[config.mk]
export PLATFORM = sky130hd
export DESIGN_NAME = scan_gap_finder_unit
export DESIGN_NICKNAME = d
export VERILOG_FILES = /design/src/sv/sgf_pkg.sv /design/src/sv/sgf_width_calc.sv /design/src/sv/scan_gap_finder_unit.sv
export SDC_FILE = /design/constraint.sdc
export NUM_CORES = 1
export LEC_CHECK = 0
export BUFFER_PORTS_ARGS = -buffer_cell sky130_fd_sc_hd__buf_2
export CORE_MARGIN = 2
export CORE_UTILIZATION = 25
export CTS_BUF_LIST = sky130_fd_sc_hd__clkbuf_16
export CTS_CLUSTER_SIZE = 10
export DETAILED_ROUTE_END_ITERATION = 16
export REMOVE_ABC_BUFFERS = 1
export SLEW_MARGIN = 15
export SYNTH_ARGS = -nofsm -noshare
export SYNTH_HDL_FRONTEND = slang
export SYNTH_SLANG_ARGS = --single-unit
[constraint.sdc]
create_clock -name clk -period 15.64 [get_ports clk]
set_clock_uncertainty 0.15 [all_clocks]
set_input_delay 4.692 -clock clk [delete_from_list [all_inputs] [get_ports clk]]
set_output_delay 4.692 -clock clk [all_outputs]
set_load 0.02 [all_outputs]
[src/sv/sgf_pkg.sv]
package sgf_pkg;

	// fixed widths and scaling
	localparam int DIST_BITS      = 13;
	localparam int ANGLE_BITS     = 8;
	localparam int MAX_ANGLE      = 180;
	localparam int SINE_FRAC_BITS = 15;
	localparam int WIDTH_BITS     = 14;
	localparam int CENTER_BITS    = ANGLE_BITS + 1;
	localparam int TURN_BITS      = 9;
	localparam int SINE_DEPTH     = 1 << ANGLE_BITS;
	localparam int ADDR_BITS      = 4;
	localparam int DATA_BITS      = 32;

	localparam logic [WIDTH_BITS-1:0] WIDTH_MAX   = '1;
	localparam logic [WIDTH_BITS-1:0] MIN_WIDTH_RST = WIDTH_BITS'(280);
	localparam logic [63:0]           PI_Q30      = 64'd3373259426;

	// register indexes
	typedef enum logic [1:0] {
		REG_MIN_DIST_HOLE,
		REG_DEFAULT_DIST,
		REG_MIN_WIDTH
	} reg_idx_t;

	// payload of one sample transfer
	typedef struct packed {
		logic [ANGLE_BITS-1:0] scan_angle;
		logic [DIST_BITS-1:0]  range_dist;
		logic                  sweep_reverse;
	} sample_t;

	// payload of one result transfer
	typedef struct packed {
		logic signed [TURN_BITS-1:0] best_turn_half_deg;
		logic [CENTER_BITS-1:0]      last_center_half_deg;
		logic                        hole_found;
	} result_t;

	// request to the width unit
	typedef struct packed {
		logic [ANGLE_BITS-1:0] span;
		logic [DIST_BITS-1:0]  dmin;
	} width_req_t;

	typedef logic [SINE_FRAC_BITS:0] sine_t;
	typedef sine_t [SINE_DEPTH-1:0]  sine_rom_t;

	// sin(h half degrees) in Q1.SINE_FRAC_BITS, odd series in Q30 through x^13
	function automatic sine_t sine_entry(input int unsigned h_in);
		logic [63:0] x;
		logic [63:0] x2;
		logic [63:0] t;
		logic [63:0] s;
		int unsigned h;
		h = h_in % SINE_DEPTH;
		if (h > 180) begin
			h = 360 - h;
		end
		x  = (64'(h) * PI_Q30) / 64'd360;
		x2 = (x * x) >> 30;
		t  = x;
		s  = x;
		t  = ((t * x2) >> 30) / 64'd6;
		s  = s - t;
		t  = ((t * x2) >> 30) / 64'd20;
		s  = s + t;
		t  = ((t * x2) >> 30) / 64'd42;
		s  = s - t;
		t  = ((t * x2) >> 30) / 64'd72;
		s  = s + t;
		t  = ((t * x2) >> 30) / 64'd110;
		s  = s - t;
		t  = ((t * x2) >> 30) / 64'd156;
		s  = s + t;
		return sine_t'((s + (64'd1 << (29 - SINE_FRAC_BITS))) >> (30 - SINE_FRAC_BITS));
	endfunction

	function automatic sine_rom_t build_sine_rom();
		sine_rom_t rom;
		for (int i = 0; i < SINE_DEPTH; i++) begin
			rom[i] = sine_entry(i);
		end
		return rom;
	endfunction

	localparam sine_rom_t SINE_ROM = build_sine_rom();

endpackage

[src/sv/sgf_width_calc.sv]
module sgf_width_calc
	import sgf_pkg::*;
(
	input  width_req_t            req,
	output logic [WIDTH_BITS-1:0] gap_width
);

	localparam int PROD_BITS = DIST_BITS + SINE_FRAC_BITS + 1;
	localparam int SUM_BITS  = PROD_BITS + 2;
	localparam int WIDE_BITS = SUM_BITS - SINE_FRAC_BITS;

	sine_t                  sine;
	logic [PROD_BITS-1:0]   prod;
	logic [SUM_BITS-1:0]    sum;
	logic [WIDE_BITS-1:0]   wide;

	// sine of half the span, then 2*dmin*sine rounded back to integer units, saturated to WIDTH_MAX
	always_comb begin
		sine = SINE_ROM[req.span];
		prod = PROD_BITS'(req.dmin) * PROD_BITS'(sine);
		sum  = {1'b0, prod, 1'b0} + (SUM_BITS'(1) << (SINE_FRAC_BITS - 1));
		wide = sum[SUM_BITS-1:SINE_FRAC_BITS];
		if (wide > WIDE_BITS'(WIDTH_MAX)) begin
			gap_width = WIDTH_MAX;
		end else begin
			gap_width = wide[WIDTH_BITS-1:0];
		end
	end

endmodule

[src/sv/scan_gap_finder_unit.sv]
// channel   | signals                                  | moves
// ----------+------------------------------------------+------------------------------
// sample    | sample_valid, sample_ready, sample       | one scan sample per transfer
// result    | result_valid, result_ready, result       | one result per sample
// config    | psel, penable, pwrite, paddr, pwdata,    | registers at 0x0, 0x4, 0x8
//           | prdata, pready                           | pready tied high
//
// a sample is held in the input register, then evaluated combinationally (sine rom,
// one 13x16 multiply, compare) as it moves into the result register
// sustained rate one sample per cycle while the result side is not stalled
// a stalled result holds the result register; once the input register holds a
// sample, sample_ready drops until the result transfer completes
// arst_n clears all gap state and sets the registers to their reset values
module scan_gap_finder_unit
	import sgf_pkg::*;
(
	input  logic                 clk,
	input  logic                 arst_n,
	input  logic                 sample_valid,
	output logic                 sample_ready,
	input  sample_t              sample,
	output logic                 result_valid,
	input  logic                 result_ready,
	output result_t              result,
	input  logic                 psel,
	input  logic                 penable,
	input  logic                 pwrite,
	input  logic [ADDR_BITS-1:0] paddr,
	input  logic [DATA_BITS-1:0] pwdata,
	output logic [DATA_BITS-1:0] prdata,
	output logic                 pready
);

	localparam int TW_BITS = ANGLE_BITS + 2;
	localparam logic signed [TW_BITS-1:0] TURN_HI = TW_BITS'((1 << (TURN_BITS - 1)) - 1);
	localparam logic signed [TW_BITS-1:0] TURN_LO = -TW_BITS'(1 << (TURN_BITS - 1));

	// configuration registers
	logic [DIST_BITS-1:0]  min_dist_hole_q;
	logic [DIST_BITS-1:0]  default_dist_q;
	logic [WIDTH_BITS-1:0] min_width_q;
	reg_idx_t              reg_idx;
	logic                  cfg_wr;

	// gap state
	logic                        inside_q;
	logic [DIST_BITS-1:0]        prev_dist_q;
	logic [ANGLE_BITS-1:0]       prev_angle_q;
	logic [DIST_BITS-1:0]        start_dist_q;
	logic [ANGLE_BITS-1:0]       start_angle_q;
	logic [CENTER_BITS-1:0]      last_center_q;
	logic signed [TURN_BITS-1:0] best_turn_q;
	logic [WIDTH_BITS-1:0]       best_width_q;
	logic                        first_found_q;
	logic                        found_q;

	// next state
	logic                        inside_nxt;
	logic [DIST_BITS-1:0]        start_dist_nxt;
	logic [ANGLE_BITS-1:0]       start_angle_nxt;
	logic [CENTER_BITS-1:0]      last_center_nxt;
	logic signed [TURN_BITS-1:0] best_turn_nxt;
	logic [WIDTH_BITS-1:0]       best_width_nxt;
	logic                        first_found_nxt;
	logic                        found_nxt;

	// pipeline
	sample_t smp_s1;
	logic    valid_s1;
	logic    adv;
	result_t res_q;
	logic    res_valid_q;

	// evaluation
	logic                        close_gap;
	logic                        open_gap;
	logic                        take_best;
	logic [DIST_BITS-1:0]        end_dist;
	logic [CENTER_BITS-1:0]      center;
	logic signed [TW_BITS-1:0]   turn_wide;
	logic signed [TURN_BITS-1:0] turn;
	width_req_t                  wreq;
	logic [WIDTH_BITS-1:0]       gap_width;

	// config port
	assign pready  = 1'b1;
	assign reg_idx = reg_idx_t'(paddr[ADDR_BITS-1:2]);
	assign cfg_wr  = psel && penable && pwrite && pready;

	always_ff @(posedge clk or negedge arst_n) begin
		if (!arst_n) begin
			min_dist_hole_q <= '0;
			default_dist_q  <= '0;
			min_width_q     <= MIN_WIDTH_RST;
		end else if (cfg_wr) begin
			case (reg_idx)
				REG_MIN_DIST_HOLE: min_dist_hole_q <= pwdata[DIST_BITS-1:0];
				REG_DEFAULT_DIST:  default_dist_q  <= pwdata[DIST_BITS-1:0];
				REG_MIN_WIDTH:     min_width_q     <= pwdata[WIDTH_BITS-1:0];
				default: ;
			endcase
		end
	end

	always_comb begin
		case (reg_idx)
			REG_MIN_DIST_HOLE: prdata = DATA_BITS'(min_dist_hole_q);
			REG_DEFAULT_DIST:  prdata = DATA_BITS'(default_dist_q);
			REG_MIN_WIDTH:     prdata = DATA_BITS'(min_width_q);
			default:           prdata = '0;
		endcase
	end

	// handshake: input register feeds result register
	assign adv          = valid_s1 && (!res_valid_q || result_ready);
	assign sample_ready = !valid_s1 || adv;
	assign result_valid = res_valid_q;
	assign result       = res_q;

	always_ff @(posedge clk or negedge arst_n) begin
		if (!arst_n) begin
			valid_s1 <= 1'b0;
		end else if (sample_ready) begin
			valid_s1 <= sample_valid;
		end
	end

	always_ff @(posedge clk) begin
		if (sample_ready && sample_valid) begin
			smp_s1 <= sample;
		end
	end

	always_ff @(posedge clk or negedge arst_n) begin
		if (!arst_n) begin
			res_valid_q <= 1'b0;
		end else if (adv) begin
			res_valid_q <= 1'b1;
		end else if (result_ready) begin
			res_valid_q <= 1'b0;
		end
	end

	always_ff @(posedge clk) begin
		if (adv) begin
			res_q.best_turn_half_deg   <= best_turn_nxt;
			res_q.last_center_half_deg <= last_center_nxt;
			res_q.hole_found           <= found_nxt;
		end
	end

	// gap geometry of the sample in the input register
	always_comb begin
		close_gap = inside_q && (smp_s1.range_dist <= min_dist_hole_q || smp_s1.sweep_reverse);
		open_gap  = !inside_q && (smp_s1.range_dist > min_dist_hole_q);
		end_dist  = smp_s1.sweep_reverse ? default_dist_q : smp_s1.range_dist;
		if (start_angle_q > smp_s1.scan_angle) begin
			wreq.span = start_angle_q - smp_s1.scan_angle;
		end else begin
			wreq.span = smp_s1.scan_angle - start_angle_q;
		end
		wreq.dmin = (start_dist_q < end_dist) ? start_dist_q : end_dist;
		center    = CENTER_BITS'(start_angle_q) + CENTER_BITS'(smp_s1.scan_angle);
		turn_wide = $signed(TW_BITS'(center)) - TW_BITS'(MAX_ANGLE);
		if (turn_wide > TURN_HI) begin
			turn = TURN_HI[TURN_BITS-1:0];
		end else if (turn_wide < TURN_LO) begin
			turn = TURN_LO[TURN_BITS-1:0];
		end else begin
			turn = turn_wide[TURN_BITS-1:0];
		end
	end

	sgf_width_calc u_width (
		.req       (wreq),
		.gap_width (gap_width)
	);

	// next gap state
	always_comb begin
		take_best       = close_gap && (gap_width >= min_width_q) &&
			(gap_width > best_width_q || !first_found_q);
		inside_nxt      = inside_q;
		start_dist_nxt  = start_dist_q;
		start_angle_nxt = start_angle_q;
		last_center_nxt = last_center_q;
		best_turn_nxt   = best_turn_q;
		best_width_nxt  = best_width_q;
		first_found_nxt = first_found_q;
		found_nxt       = found_q;
		if (close_gap) begin
			last_center_nxt = center;
			inside_nxt      = 1'b0;
			if (take_best) begin
				best_turn_nxt   = turn;
				best_width_nxt  = gap_width;
				first_found_nxt = 1'b1;
				found_nxt       = 1'b1;
			end
		end else if (open_gap) begin
			start_dist_nxt  = prev_dist_q;
			start_angle_nxt = prev_angle_q;
			inside_nxt      = 1'b1;
		end
		// sweep reversal: drop the best when nothing was found this sweep
		if (smp_s1.sweep_reverse) begin
			if (!first_found_nxt) begin
				best_turn_nxt  = '0;
				best_width_nxt = '0;
				found_nxt      = 1'b0;
			end
			first_found_nxt = 1'b0;
		end
	end

	always_ff @(posedge clk or negedge arst_n) begin
		if (!arst_n) begin
			inside_q      <= 1'b0;
			prev_dist_q   <= '0;
			prev_angle_q  <= '0;
			start_dist_q  <= '0;
			start_angle_q <= '0;
			last_center_q <= '0;
			best_turn_q   <= '0;
			best_width_q  <= '0;
			first_found_q <= 1'b0;
			found_q       <= 1'b0;
		end else if (adv) begin
			inside_q      <= inside_nxt;
			prev_dist_q   <= smp_s1.range_dist;
			prev_angle_q  <= smp_s1.scan_angle;
			start_dist_q  <= start_dist_nxt;
			start_angle_q <= start_angle_nxt;
			last_center_q <= last_center_nxt;
			best_turn_q   <= best_turn_nxt;
			best_width_q  <= best_width_nxt;
			first_found_q <= first_found_nxt;
			found_q       <= found_nxt;
		end
	end

	// checks
	a_no_best_when_empty: assert property (@(posedge clk) disable iff (!arst_n)
		!found_q |-> (best_turn_q == '0 && best_width_q == '0))
		else $error("best gap held without hole flag");

	a_first_implies_found: assert property (@(posedge clk) disable iff (!arst_n)
		first_found_q |-> found_q)
		else $error("first gap flag set without hole flag");

	a_adv_fills_result: assert property (@(posedge clk) disable iff (!arst_n)
		adv |=> res_valid_q)
		else $error("evaluated sample did not reach result register");

	a_stall_only_when_full: assert property (@(posedge clk) disable iff (!arst_n)
		!sample_ready |-> (valid_s1 && res_valid_q && !result_ready))
		else $error("input stalled with room downstream");

endmodule

==> qor.csv <==
stage;metric;value;unit
cells_and_area;final_layout_size_suffix_gt1_frac;0.148;
synth;syn_inst;2561;
floorplanning;die_x;293;um
placement;dp_cells;3711;
cts;cts_tree;yes;
cts;postCtsSetupBuffers;0;
setup_path;worstSetupStartpointType;flop;
synth;synth.distinct_cells;103;
placement;place.detailed.hpwl;56.2;mm
run_status;status;completed;
floorplanning;rows;106;
cells_and_area;nNetsFinal;3031;
synth;synth_top_area_frac;0.149;
setup_path;worstSetupPathType;flop to flop;
floorplanning;start_util;0.251;
setup_path;crit_fanout;21;
cells_and_area;register_area;4210;um2
floorplanning;fp.dieH;293;um
synth;syn_avg_cell_area;8.17;um2
synth;synth_edf_count;41;
synth;ys_seq_area_frac;0.201;
cts;cts.sinks;160;
grt;grt_pass1_wl;114;mm
cells_and_area;final_cell_mix;nand2_1 (341), inv_1 (274), nor2_1 (196);
setup_path;crit_slowest_cell;or4_4;
setup_path;path_delay_family;compound AO/OA/AOI/OAI gates;
cells_and_area;layout_commonest_cell;nand2_1;
synth;synth_ff_type;dfrtp_1;
routing;wl_per_cell;19.5;um
routing;dr.pass1.iters;6;
cells_and_area;fin_cells;3743;
setup_path;worst_ep_arrival_time;15.03;ns
timing;tightest_slew;1.12;ns
grt;antenna_found_initial;0;
flow_run;cap_violations;0;
worst_hold_path;hp-class;flop to flop;
timing;rsz0062_at_grt;false;
grt;grtUsageTotal;0.168;
synth;yosys_warnings;0;
routing;ant_nets;0;
timing;timing.final.crit_share;0.950;
timing;min_period;14.86;ns
placement;place.gp.congestion;0.985;
routing;drtIter0Drc;1885;
cts;clock-root-buffer;clkbuf_16;
cts;cts_buffers;17;
floorplanning;num_io_pins;119;
grt;grt_pass1_vias;19500;
cells_and_area;areaGrowthSynthToFinish;14.0;%
cts;insertion_delay;0.44;ns
setup_path;cp.required;15.81;ns
grt;overflow;0;
routing;drt_wl_total;72.8;mm
grt;grt_start_max_net_pins;72;
timing;hold_violations;0;
cells_and_area;multiInputGateArea;15000;um2
routing;num_vias;19800;
floorplanning;core_area;83300;um2
cells_and_area;nFillCells;8963;
cts;cts.path.max_buffers;2;
synth;async_flop_share;0.744;
setup_path;crit_path_end_kind;flop;
floorplanning;die_area;86000;um2
synth;synth_area;20900;um2
synth;ys_ff_latch;160;
cells_and_area;antenna_cells;0;
timing;setup_violations;0;
synth;synthTopCellsByArea;fa_1 (15%), dfrtp_1 (14%), ha_1 (9.6%), nand2_1 (6.1%), edfxtp_1 (5.9%);
cts;clkTransAtPathRegs;0.06;ns
routing;via_per_inst;5.28;
cts;h-tree-depth;4;
timing;slew_viol_final;0;
setup_path;critPathBufInv;6;
timing;max_freq;67.3;MHz
setup_path;slowest_delay;0.61;ns
routing;drc_errors;0;
timing;relSlewSlack;0.240;
placement;io_buffer_count;79;
synth;synth_top_cell_by_area;fa_1;
cells in the mapped netlist (all sizes together) (7+ instances only):
library cell and count:
xnor2 26, o31ai 7, and3 19, nor4 9, nand2b 53, a211oi 30, o21ai 167, a2111oi 10
ha 160, o2111ai 14, clkbuf 117, nand2 344, edfxtp 41, nor2 200, dfrtp 116, fa 156
o21a 18, o211ai 19, nand4 22, a311oi 14, buf 63, or2 9, inv 276, o311ai 20
nor2b 31, mux2i 43, nor3 39, mux2 59, a21o 32, a21oi 153, o22ai 19, a22oi 9
o221a 11, a31oi 28, and2 33, or3 8, a221oi 9, xor2 19, nand3 41, o221ai 24
tightest hold or removal path, stage by stage (launching register included):
cell     delay (ns)
dfrtp_1        0.34
nand2_1        0.05
nand2_1        0.05
logic make-up (layout without fill, tap and decap cells):
kind of cell,Yosys count,after routing,synth area share
adder cells (fa/ha/maj),316,316,0.245
other,2,19,0.000359
AND/OR/NAND/NOR,838,838,0.187
multiplexers,102,102,0.0525
XOR/XNOR,45,45,0.0192
AO/OA/AOI/OAI,642,642,0.206
buffers and inverters,456,541,0.0890
flip-flops,160,160,0.201
metal layers:
metal / up-vias / global-route usage / part of all wire / routed length, um
met5: - / 0 / 0 / 0
met4: 0 / 0.0701 / 0.042 / 3050
met3: 175 / 0.0238 / 0.078 / 5710
met2: 927 / 0.269 / 0.45 / 32800
met1: 9641 / 0.228 / 0.43 / 31300
li1: 9014 / - / - / -
stage by stage:
step | setup TNS [ns] | utilization | setup WS, ns | cell area (um2) | hold slack (ns)
2_1_floorplan | -10.88 | - | -0.430 | 20200 | 0.290
3_3_place_gp | 0 | 0.279 | 0.556 | 23200 | 0.303
3_5_place_dp | 0 | 0.279 | 0.493 | 23200 | 0.308
4_1_cts | 0 | 0.286 | 0.438 | 23800 | 0.324
5_1_grt | 0 | 0.286 | 0.0287 | 23800 | 0.349
6_report | 0 | 0.286 | 0.783 | 23800 | 0.318
state kept, by name (all words and copies together), names as in the netlist, 9 cells and up:
register,flops
min_width_q,14
smp_s1,22
min_dist_hole_q,13
best_turn_q,9
last_center_q,9
start_dist_q,13
prev_dist_q,13
best_width_q,14
default_dist_q,13
result,19
timing repair:
action / in CTS / in global routing
endpoints found under the setup margin: 0 / 34
hold buffers: 0 / 0
resized for setup: 0 / 8
final cells by class:
cell class,count,area share
multi-input combinational,1962,0.628
sequential,160,0.177
timing repair buffer,233,0.0688
tap,1080,0.0567
inverter,276,0.0435
clock buffer,18,0.0189
clock inverter,14,0.00735
path summary, 6_finish.rpt:
path                            cells past startpoint              end      startpoint  slack, ns
min in group asynchronous                           1   min_width_q[5]          arst_n       4.13
worst min register to register                      2   prev_dist_q[2]  prev_dist_q[2]       0.32
worst max-delay path                               59   best_turn_q[1]      smp_s1[17]       0.78
worst max register to register                     59   best_turn_q[1]      smp_s1[17]       0.78
max in group asynchronous                           2  prev_angle_q[0]          arst_n       9.81
worst min-delay path                                2   prev_dist_q[2]  prev_dist_q[2]       0.32
Power is not shown: default switching activity piles up to over one toggle a cycle in this logic, so the estimate is an artifact.
